[src/hdl/fmpe_pkg.sv]
// Shared types, constants and decode tables of the field map evaluator.
package fmpe_pkg;

  // Sizes of the coefficient table.
  localparam int NUM_LAYERS     = 9;
  localparam int COEF_WIDTH     = 40;
  localparam int BARREL_TERMS   = 18;
  localparam int ENDCAP_TERMS   = 17;
  localparam int NUM_COMPONENTS = 3;
  localparam int TABLE_DEPTH    = 2 * NUM_LAYERS * 2 * NUM_COMPONENTS * BARREL_TERMS;
  localparam int ADDR_W         = $clog2(TABLE_DEPTH);

  // Field widths.
  localparam int COEF_W  = 40;
  localparam int CW_EFF  = (COEF_WIDTH < COEF_W) ? COEF_WIDTH : COEF_W;
  localparam int POS_W   = 24;
  localparam int FIELD_W = 32;
  localparam int Q_W     = 48;
  localparam int SUM_W   = 64;
  localparam int TERM_W  = 5;

  // Multiplier geometry: two 24-bit digits per operand.
  localparam int DIG_W = 24;
  localparam int ACC_W = 2 * Q_W;
  localparam int EXT_W = ACC_W + 2;
  localparam int SHIFT_MONO = 20;
  localparam int SHIFT_TERM = 28;

  // Scratch registers holding the coordinate powers and products.
  localparam int SCR_N = 25;
  localparam int SCR_W = 5;
  localparam int MPROG_N = 21;
  localparam logic [SCR_W-1:0] SCR_ONE = 5'd0;
  localparam logic [SCR_W-1:0] SCR_X   = 5'd1;
  localparam logic [SCR_W-1:0] SCR_Z   = 5'd8;
  localparam logic [SCR_W-1:0] SCR_Y   = 5'd15;

  // Commands and result status codes.
  localparam logic CMD_LOAD = 1'b0;
  localparam logic CMD_EVAL = 1'b1;
  localparam logic [1:0] STATUS_OK    = 2'd0;
  localparam logic [1:0] STATUS_NOFIT = 2'd1;
  localparam logic [1:0] STATUS_SAT   = 2'd2;

  localparam logic signed [SUM_W-1:0] FIELD_MAX = 64'sd2147483647;
  localparam logic signed [SUM_W-1:0] FIELD_MIN = -64'sd2147483648;

  typedef logic [ADDR_W-1:0] addr_t;
  typedef logic signed [Q_W-1:0] q_t;
  typedef logic signed [COEF_W-1:0] coef_t;
  typedef logic signed [POS_W-1:0] pos_t;
  typedef logic signed [SUM_W-1:0] sum_t;

  typedef enum logic [2:0] {
    ITEM_LOAD  = 3'b001,
    ITEM_NOFIT = 3'b010,
    ITEM_EVAL  = 3'b100
  } item_kind_t;

  // One classified beat passed from the front to the back.
  typedef struct packed {
    item_kind_t kind;
    logic       is_barrel;
    addr_t      addr;
    coef_t      coef;
    pos_t       x;
    pos_t       y;
    pos_t       z;
  } item_t;

  typedef enum logic [1:0] {
    OPB_X = 2'd0,
    OPB_Y = 2'd1,
    OPB_Z = 2'd2
  } opb_t;

  typedef struct packed {
    logic [SCR_W-1:0] dst;
    logic [SCR_W-1:0] src;
    opb_t             opb;
  } mstep_t;

  typedef struct packed {
    logic start;
    logic term;
    q_t   a;
    q_t   b;
  } mul_req_t;

  typedef struct packed {
    logic done;
    sum_t p;
  } mul_rsp_t;

  // Table address of one coefficient.
  function automatic addr_t coef_addr(input logic barrel, input logic [3:0] layer,
                                      input logic material, input logic [1:0] comp,
                                      input logic [TERM_W-1:0] term_idx);
    int v;
    v = ((((int'(barrel) * NUM_LAYERS + int'(layer)) * 2 + int'(material))
          * NUM_COMPONENTS + int'(comp)) * BARREL_TERMS) + int'(term_idx);
    return addr_t'(v);
  endfunction

  // Program of products that build the powers and cross terms.
  function automatic mstep_t mono_step(input logic [SCR_W-1:0] s);
    mstep_t m;
    m = '{dst: '0, src: '0, opb: OPB_X};
    unique case (s) inside
      [5'd0:5'd5]:  m = '{dst: s + 5'd2, src: s + 5'd1, opb: OPB_X};
      [5'd6:5'd11]: m = '{dst: s + 5'd3, src: s + 5'd2, opb: OPB_Z};
      5'd12:        m = '{dst: 5'd16, src: 5'd15, opb: OPB_Y};
      5'd13:        m = '{dst: 5'd17, src: 5'd16, opb: OPB_Y};
      5'd14:        m = '{dst: 5'd18, src: 5'd1,  opb: OPB_Z};
      5'd15:        m = '{dst: 5'd19, src: 5'd8,  opb: OPB_Y};
      5'd16:        m = '{dst: 5'd20, src: 5'd1,  opb: OPB_Y};
      5'd17:        m = '{dst: 5'd21, src: 5'd16, opb: OPB_Z};
      5'd18:        m = '{dst: 5'd22, src: 5'd9,  opb: OPB_Y};
      5'd19:        m = '{dst: 5'd23, src: 5'd2,  opb: OPB_Y};
      5'd20:        m = '{dst: 5'd24, src: 5'd16, opb: OPB_X};
      default:      m = '{dst: '0, src: '0, opb: OPB_X};
    endcase
    return m;
  endfunction

  // Scratch register that holds the monomial of a term.
  function automatic logic [SCR_W-1:0] term_src(input logic barrel,
                                                input logic [TERM_W-1:0] k);
    logic [SCR_W-1:0] r;
    if (barrel) begin
      r = (k < 5'd3) ? k : k + 5'd5;
    end else if (k < 5'd9) begin
      r = k;
    end else if (k < 5'd15) begin
      r = k + 5'd6;
    end else begin
      r = k + 5'd8;
    end
    return r;
  endfunction

endpackage

[src/hdl/fmpe_front.sv]
// Front end: accepts beats, classifies them and queues them for the back end.
module fmpe_front (
  input  logic                           clk,
  input  logic                           rst_n,
  input  logic                           push,
  output logic                           full,
  input  logic                           in_command,
  input  logic                           in_is_barrel,
  input  logic [3:0]                     in_layer,
  input  logic                           in_material,
  input  logic [1:0]                     in_component,
  input  logic [fmpe_pkg::TERM_W-1:0]    in_term_index,
  input  logic signed [fmpe_pkg::COEF_W-1:0] in_coef_value,
  input  logic signed [fmpe_pkg::POS_W-1:0]  in_pos_x,
  input  logic signed [fmpe_pkg::POS_W-1:0]  in_pos_y,
  input  logic signed [fmpe_pkg::POS_W-1:0]  in_pos_z,
  output fmpe_pkg::item_t                head,
  output logic                           q_empty,
  input  logic                           q_pop
);

  localparam int TERM_W_L = fmpe_pkg::TERM_W;

  fmpe_pkg::item_t q_r [2];
  logic            wp_r, rp_r;
  logic [1:0]      cnt_r;
  logic            accept, has_fit, load_ok, q_push;
  logic [TERM_W_L-1:0] nterms;
  fmpe_pkg::item_t item;

  // Region and load range checks.
  always_comb begin
    accept  = push && !full;
    has_fit = (int'(in_layer) < fmpe_pkg::NUM_LAYERS) &&
              !((int'(in_layer) == fmpe_pkg::NUM_LAYERS - 1) && in_material);
    nterms  = in_is_barrel ? TERM_W_L'(fmpe_pkg::BARREL_TERMS)
                           : TERM_W_L'(fmpe_pkg::ENDCAP_TERMS);
    load_ok = has_fit && (int'(in_component) < fmpe_pkg::NUM_COMPONENTS) &&
              (in_term_index < nterms);
    q_push  = accept && ((in_command == fmpe_pkg::CMD_EVAL) || load_ok);
  end

  // Build the queued beat; an evaluation carries its region base address.
  always_comb begin
    item.is_barrel = in_is_barrel;
    item.coef      = fmpe_pkg::coef_t'(signed'(in_coef_value[fmpe_pkg::CW_EFF-1:0]));
    item.x         = in_pos_x;
    item.y         = in_pos_y;
    item.z         = in_pos_z;
    if (in_command == fmpe_pkg::CMD_LOAD) begin
      item.kind = fmpe_pkg::ITEM_LOAD;
      item.addr = fmpe_pkg::coef_addr(in_is_barrel, in_layer, in_material,
                                      in_component, in_term_index);
    end else begin
      item.kind = has_fit ? fmpe_pkg::ITEM_EVAL : fmpe_pkg::ITEM_NOFIT;
      item.addr = fmpe_pkg::coef_addr(in_is_barrel, in_layer, in_material, 2'd0, '0);
    end
  end

  assign full    = (cnt_r == 2'd2);
  assign q_empty = (cnt_r == 2'd0);
  assign head    = q_r[rp_r];

  // Two-entry queue pointers.
  always_ff @(posedge clk) begin
    if (!rst_n) begin
      wp_r  <= 1'b0;
      rp_r  <= 1'b0;
      cnt_r <= 2'd0;
    end else begin
      if (q_push) wp_r <= ~wp_r;
      if (q_pop) rp_r <= ~rp_r;
      cnt_r <= cnt_r + {1'b0, q_push} - {1'b0, q_pop};
    end
  end

  // Queue storage.
  always_ff @(posedge clk) begin
    if (q_push) q_r[wp_r] <= item;
  end

endmodule

[config.mk]
export PLATFORM = sky130hd
export DESIGN_NAME = fmpe_front
export DESIGN_NICKNAME = d
export VERILOG_FILES = /design/src/hdl/fmpe_pkg.sv /design/src/hdl/fmpe_front.sv
export SDC_FILE = /design/constraint.sdc
export NUM_CORES = 1
export LEC_CHECK = 0
export BUFFER_PORTS_ARGS = -buffer_cell sky130_fd_sc_hd__buf_2
export CAP_MARGIN = 40
export CORE_MARGIN = 4
export CORE_UTILIZATION = 48
export DETAILED_ROUTE_END_ITERATION = 10
export GPL_ROUTABILITY_DRIVEN = 0
export PLACE_DENSITY = 0.81
export SLEW_MARGIN = 20
export SYNTH_ARGS = -nofsm -noshare
export SYNTH_HDL_FRONTEND = slang
export SYNTH_SLANG_ARGS = --single-unit
[constraint.sdc]
create_clock -name clk -period 6.95 [get_ports clk]
set_clock_uncertainty 0.2 [all_clocks]
set_input_delay 0.3475 -clock clk [delete_from_list [all_inputs] [get_ports clk]]
set_output_delay 0.3475 -clock clk [all_outputs]
set_load 0.1 [all_outputs]
==> flow_metrics.py, run 1 <==
metrics = {
    "worst_setup_path": {
        "cp_num_cells": 22,
        "cp_max_fo": 8,
        "start_kind": "primary input",
        "critPathTopFamily": "adder cells",
        "arrival_ns": 5.91,
        "ff2ff_path_depth": 6,
        "max_stage_delay_ns": 0.53,
        "path_common_cell": "ha_1",
        "critPathSlowestCell": "dlygate4sd3_1",
        "path_class": "primary input to register",
        "path_cells": "dlygate4sd3_1, buf_2, ha_1, ha_1, xnor2_4, inv_1, ha_1, a21oi_1, and2_2, xor2_2, nand4_1, xnor2_1, ha_1, inv_1, fa_1, xnor2_1, nand3b_1, or3b_1, nor3b_2, xor3_1, o211ai_1, nand3b_1",
        "endpoint_kind": "register",
        "cp_data_required_time_ns": 7.00,
        "path_buf_inv": 4,
    },
    "floorplanning": {
        "die_w_um": 158.3,
        "io_pins": 259,
        "die_h_um": 158.3,
        "die_area_um2": 25050,
        "core_area_um2": 22030,
        "row_count": 54,
        "start_util_pct": 49.20,
    },
    "route": {
        "drt-total-wl_um": 26100,
        "vias_per_cell": 5.173,
        "dr.first_iter.drc_count": 368,
        "drtAntennaViolNets": 0,
        "dr.pass1.iters": 7,
        "remaining_drc_errors": 0,
        "wl_per_cell_um": 20.20,
        "via_count": 6683,
    },
    "synth": {
        "yosysWarningCount": 0,
        "synth_top_family_by_area": "multiplexers",
        "synthSimpleGateAreaFrac_pct": 3.452,
        "synthCells": 595,
        "synth_compound_area_share_pct": 2.701,
        "syn-num-nets": 767,
        "synthArstFlopShare_pct": 0,
        "seq_area_frac_synth_pct": 71.30,
        "synth_xor_area_share_pct": 2.782,
        "synth-seq-cells": 259,
        "synthAdderAreaFrac_pct": 5.195,
        "ys.flop_type": "edfxtp_1",
        "synthDistinctLibCells": 51,
        "syn_area_um2": 10840,
        "postSynthAreaPerCell_um2": 18.21,
        "synth_edf_count": 254,
        "synthMuxAreaShare_pct": 13.50,
    },
    "place": {
        "place_inst": 1125,
        "numPortBuffers": 258,
        "placed_cell_area_um2": 12550,
        "dp_hpwl_um": 16130,
    },
    "clocking": {
        "cts_setup_buffers": 0,
        "clock_path_buffers": 3,
        "htreeDepth": 1,
        "clock_latency_ns": 0.51,
        "clock-root-buffer": "clkbuf_16",
        "cts_resized": 0,
        "clk_pin_slew_worst_paths_ns": 0.07,
        "cts_made_buffers": 26,
        "clock-sinks": 259,
        "cts_tree": "yes",
        "ctsHoldBuffers": 116,
    },
    "sta": {
        "rsz0062_at_grt": "false",
        "fmax_mhz": 170.6,
        "final-setup-viol-count": 0,
        "drv_slew": 0,
        "tightest_slew_ns": 0.7649,
        "period_share_pct": 84.33,
        "max_slew_margin_pct": 48.47,
        "setup_tns_ns": 0,
        "report.final.hold_viol_count": 0,
        "whs_ns": 0.07074,
        "layout_min_cycle_time_ns": 5.861,
    },
    "flow_run": {
        "cap_viol_max_count": 0,
    },
    "cells_and_area": {
        "area_growth_pct": 34.47,
        "multi_input_area_um2": 3009,
        "stdcell_area_um2": 14570,
        "nets": 1161,
        "ff_latch_area_um2": 7731,
        "final_common_cell": "buf_2",
        "nFillCells": 1416,
        "layout-drive-gt1-share_pct": 44.70,
        "mostFrequentLayoutCells": "buf_2, edfxtp_1, mux2_2",
        "fin_cells": 1292,
    },
    "min_path": {
        "hp-class": "primary input to register",
        "whs_path_depth": 2,
    },
    "global_routing": {
        "antenna_found_initial": 3,
        "first_global_vias": 7117,
        "grt_pass1_wl_um": 38470,
        "gr-total-overflow": 0,
        "track_usage_pct": 19.81,
        "grt_max_degree": 58,
    },
    "power_and_ir_drop": {
        "irDropWorstVdd_uv": 248.3,
        "p_leak_nw": 5.611,
        "power_mw": 5.192,
        "p_per_area_nw_per_um2": 356.2,
    },
    "run_status": {
        "status": "completed",
    },
}
==> synthesized netlist by cell type, types with 2 or more instances <==
library cell  number  area share (%)
edfxtp_1         254              70
mux2_2           129              13
ha_1              37             4.3
clkbuf_1          16            0.55
xnor2_1           16             1.3
inv_1             14            0.48
nor2_1            14            0.48
nand2_1           13            0.45
o21ai_0           12            0.55
a21oi_1            9            0.42
and2_1             8            0.46
xor2_1             8            0.65
a21o_1             6            0.42
dfxtp_1            5            0.92
fa_1               5            0.92
nor2b_1            5            0.29
nand2b_1           4            0.23
nor3b_1            3            0.21
nand3_1            2           0.092
nand3_2            2            0.18
nand3b_1           2            0.14
o21a_1             2            0.14
==> metal layers <==
metal  up-vias  global-route usage, %  routed length [um]
li1       3093                      -                   -
met2       253                  36.83               13720
met5         -                      0                   0
met3        55                  4.159                2006
met4         0                  6.336                 768
met1      3282                  22.81                9606
==> power breakdown <==
part	leakage (nW)	switching, mW	internal (mW)
registers	2.38	0.0397	1.90
clock network	0.419	0.569	0.824
logic	2.81	1.34	0.523
==> layout make-up <==
type | count | area share [%]
Sequential cell | 259 | 53.05
Tap cell | 280 | 2.404
Timing Repair Buffer | 382 | 17.60
Antenna cell | 3 | 0.05151
Clock inverter | 16 | 1.099
Clock buffer | 32 | 4.765
Multi-Input combinational cell | 305 | 20.65
Inverter | 15 | 0.3863
==> final timing paths <==
kind / from / to / slack [ns]
setup / recovery: in_is_barrel / q_r[1][122] / 1.09
hold / removal: in_material / q_r[1][113] / 0.07
setup reg to reg: cnt_r[1] / q_r[0][49] / 4.40
hold reg to reg: rp_r / register / 0.37
==> kinds of logic after synthesis <==
kind of cell / Yosys count
AOI/OAI and AO/OA: 41
adders and majority gates: 42
buffers and inverters: 31
xor gates and xnor gates: 28
muxes: 130
and+or+nand+nor: 64
DFF: 259
==> stage by stage <==
stage | util (%) | setup slack [ns]
2_1_floorplan | - | 1.744
3_3_place_gp | 56.64 | 1.363
3_5_place_dp | 56.98 | 1.175
4_1_cts | 66.13 | 1.155
5_1_grt | 66.17 | 0.6978
6_report | 66.17 | 1.089
==> flip-flops by register name (all words and copies together), names as in the netlist, named ones only <==
| name | cells |
|---|---|
| cnt_r | 2 |
| rp_r | 1 |
| wp_r | 1 |
| q_r | 254 |
No activity file was read; power rests on OpenSTA's default activity.
==> inputs of run 2 (changes only) <==
- ABC_AREA: unset -> 1
- clock period: 6.95 -> 5.3 ns (I/O delays scaled with it)
==> flow_metrics.py, run 2 <==
metrics = {
    "synth": {
        "synth_area_leader_cell": "edfxtp_1",
        "syn_area_um2": 10870,
        "ys.flop_type": "edfxtp_1",
        "synth_common_cells": "edfxtp_1, mux2_2, nand2_1",
        "seq_area_frac_synth_pct": 71.12,
        "synthDistinctLibCells": 33,
        "yosysTopAreaCellShare_pct": 70.20,
        "synth_edf_count": 254,
        "yosysWarningCount": 0,
        "synth.most_common_cell": "edfxtp_1",
        "synthCells": 668,
        "postSynthAreaPerCell_um2": 16.27,
        "synthArstFlopShare_pct": 0,
        "syn-num-nets": 840,
        "synth-seq-cells": 259,
        "synth.area.top_cells": "edfxtp_1, mux2_2, ha_1",
    },
    "sta": {
        "layout_min_cycle_time_ns": 4.737,
        "max_slew_margin_pct": 45.75,
        "rsz0062_at_grt": "false",
        "final-setup-viol-count": 0,
        "report.final.hold_viol_count": 0,
        "setup_tns_ns": 0,
        "whs_ns": 0.03240,
        "fmax_mhz": 211.1,
        "final.setup.worst_slack_ns": 0.5629,
        "period_share_pct": 89.38,
        "tightest_slew_ns": 0.8137,
        "drv_slew": 0,
    },
    "worst_setup_path": {
        "cp_max_fo": 6,
        "path_buf_inv": 6,
        "rr_startpoint": "cnt_r[1]",
        "critPathTopFamily": "adder cells",
        "max_stage_delay_ns": 0.53,
        "critPathSlowestCell": "dlygate4sd3_1",
        "start_kind": "primary input",
        "path_class": "primary input to register",
        "arrival_ns": 4.82,
        "reg2reg_to": "q_r[1][7]",
        "path_common_cell": "nand2_1",
        "ff2ff_path_depth": 6,
        "rrSetupSlack_ns": 2.87,
        "cp_data_required_time_ns": 5.38,
        "endpoint_kind": "register",
    },
    "floorplanning": {
        "die_w_um": 158.5,
        "io_pins": 259,
        "core_area_um2": 22030,
        "die_area_um2": 25110,
        "row_count": 54,
        "start_util_pct": 49.33,
        "die_h_um": 158.5,
    },
    "power_and_ir_drop": {
        "p_per_area_nw_per_um2": 429.5,
        "irDropWorstVdd_uv": 312.6,
        "p_leak_nw": 5.782,
        "power_mw": 6.235,
    },
    "cells_and_area": {
        "layout-drive-gt1-share_pct": 41.91,
        "area_growth_pct": 33.60,
        "largest_registers": "q_r (254), cnt_r (2)",
        "largest_reg_flops": 254,
        "fin_util_pct": 65.91,
        "top_register": "q_r",
        "fin_cells": 1362,
        "stdcell_area_um2": 14520,
        "final_common_cell": "buf_2",
        "mostFrequentLayoutCells": "buf_2, edfxtp_1, mux2_2",
        "nets": 1232,
    },
    "global_routing": {
        "grt_pass1_wl_um": 40730,
        "first_global_vias": 7329,
        "grt.busiest_layer": "met2",
        "grtUsageMet2_pct": 38.37,
        "track_usage_pct": 21.05,
        "met1_usage_pct": 24.23,
        "antenna_found_initial": 1,
        "globalRouteMet3Util_pct": 4.974,
        "gr-total-overflow": 0,
        "grt_max_degree": 81,
    },
    "route": {
        "wl_per_cell_um": 20.01,
        "dr.first_iter.drc_count": 455,
        "remaining_drc_errors": 0,
        "vias_per_cell": 5.144,
        "dr.pass1.iters": 4,
        "via_count": 7006,
        "drtAntennaViolNets": 0,
        "drt-total-wl_um": 27250,
    },
    "place": {
        "place_inst": 1194,
        "placed_cell_area_um2": 12510,
        "dp_hpwl_um": 16610,
        "numPortBuffers": 258,
        "place_ws_ns": 0.5660,
    },
    "clocking": {
        "clock_path_buffers": 3,
        "clock-root-buffer": "clkbuf_16",
        "cts_made_buffers": 27,
        "clock_latency_ns": 0.53,
        "clock-sinks": 259,
        "cts_tree": "yes",
        "clk_pin_slew_worst_paths_ns": 0.06,
        "cts_setup_buffers": 0,
        "htreeDepth": 1,
    },
    "flow_run": {
        "cap_viol_max_count": 0,
    },
    "run_status": {
        "status": "completed",
    },
    "min_path": {
        "worstHoldEndpoint": "q_r[1][122]",
        "whs_path_depth": 3,
        "hp-class": "primary input to register",
        "min-delay-start": "in_command",
    },
}
[run 2: cell types whose count changed after synthesis, sizes merged, moves of 7 or more]
cell	before	now
and2	9	2
nand2	14	73
xnor2	17	6
nand3	4	21
clkbuf	16	1
nor2	14	28
inv	15	49
buf	0	15
[run 2: worst min-delay path, cell delays in order]
cell and delay [ns]:
buf_2 0.22, nand2_1 0.08, nand2_1 0.08
[run 2: area by class of cell]
class | instances | area [um^2]
Antenna cell | 1 | 2.502
Clock buffer | 37 | 723.2
Clock inverter | 13 | 102.6
Fill cell | 1490 | 7510
Inverter | 50 | 190.2
Multi-Input combinational cell | 343 | 2887
Sequential cell | 259 | 7731
Tap cell | 280 | 350.3
Timing Repair Buffer | 379 | 2530
[run 2: worst max-delay path by stage]
stage / endpoint / start / cells after the start
3_5_place_dp: q_r[0][122] / in_is_barrel / 25
2_1_floorplan: q_r[0][0] / cnt_r[1] / 5
4_1_cts: q_r[0][122] / in_is_barrel / 32
5_1_grt: q_r[0][122] / in_is_barrel / 32
6_report: q_r[0][122] / in_is_barrel / 26
3_3_place_gp: q_r[0][122] / in_is_barrel / 25
[run 2: repair_timing]
| item | 4_1_cts | 5_1_grt |
|---|---|---|
| hold endpoints to repair | 233 | 0 |
| gates resized for setup | 0 | 1 |
| endpoints found under the setup margin | 0 | 2 |
| hold buffers | 117 | 0 |
[run 2: report_power, final]
group          total (mW)  switching, mW  internal (mW)
logic                1.97           1.45          0.526
registers            2.49         0.0489           2.44
clock network        1.77          0.766           1.01
[run 2: kinds of logic after synthesis]
| logic type | count (synthesis) | share of synthesized area, % |
|---|---|---|
| compound gates | 32 | 1.647 |
| xor+xnor | 11 | 0.9558 |
| fa+ha+maj | 42 | 5.182 |
| buf+inv | 66 | 2.453 |
| flops | 259 | 71.12 |
| mux | 127 | 13.16 |
| simple gates | 131 | 5.481 |
[run 2: metal layers]
metal / wire length, um / part of all wire (%)
met1: 10040 / 37
met2: 14000 / 51
met3: 2212 / 8.1
met4: 1000 / 3.7
met5: 0 / 0
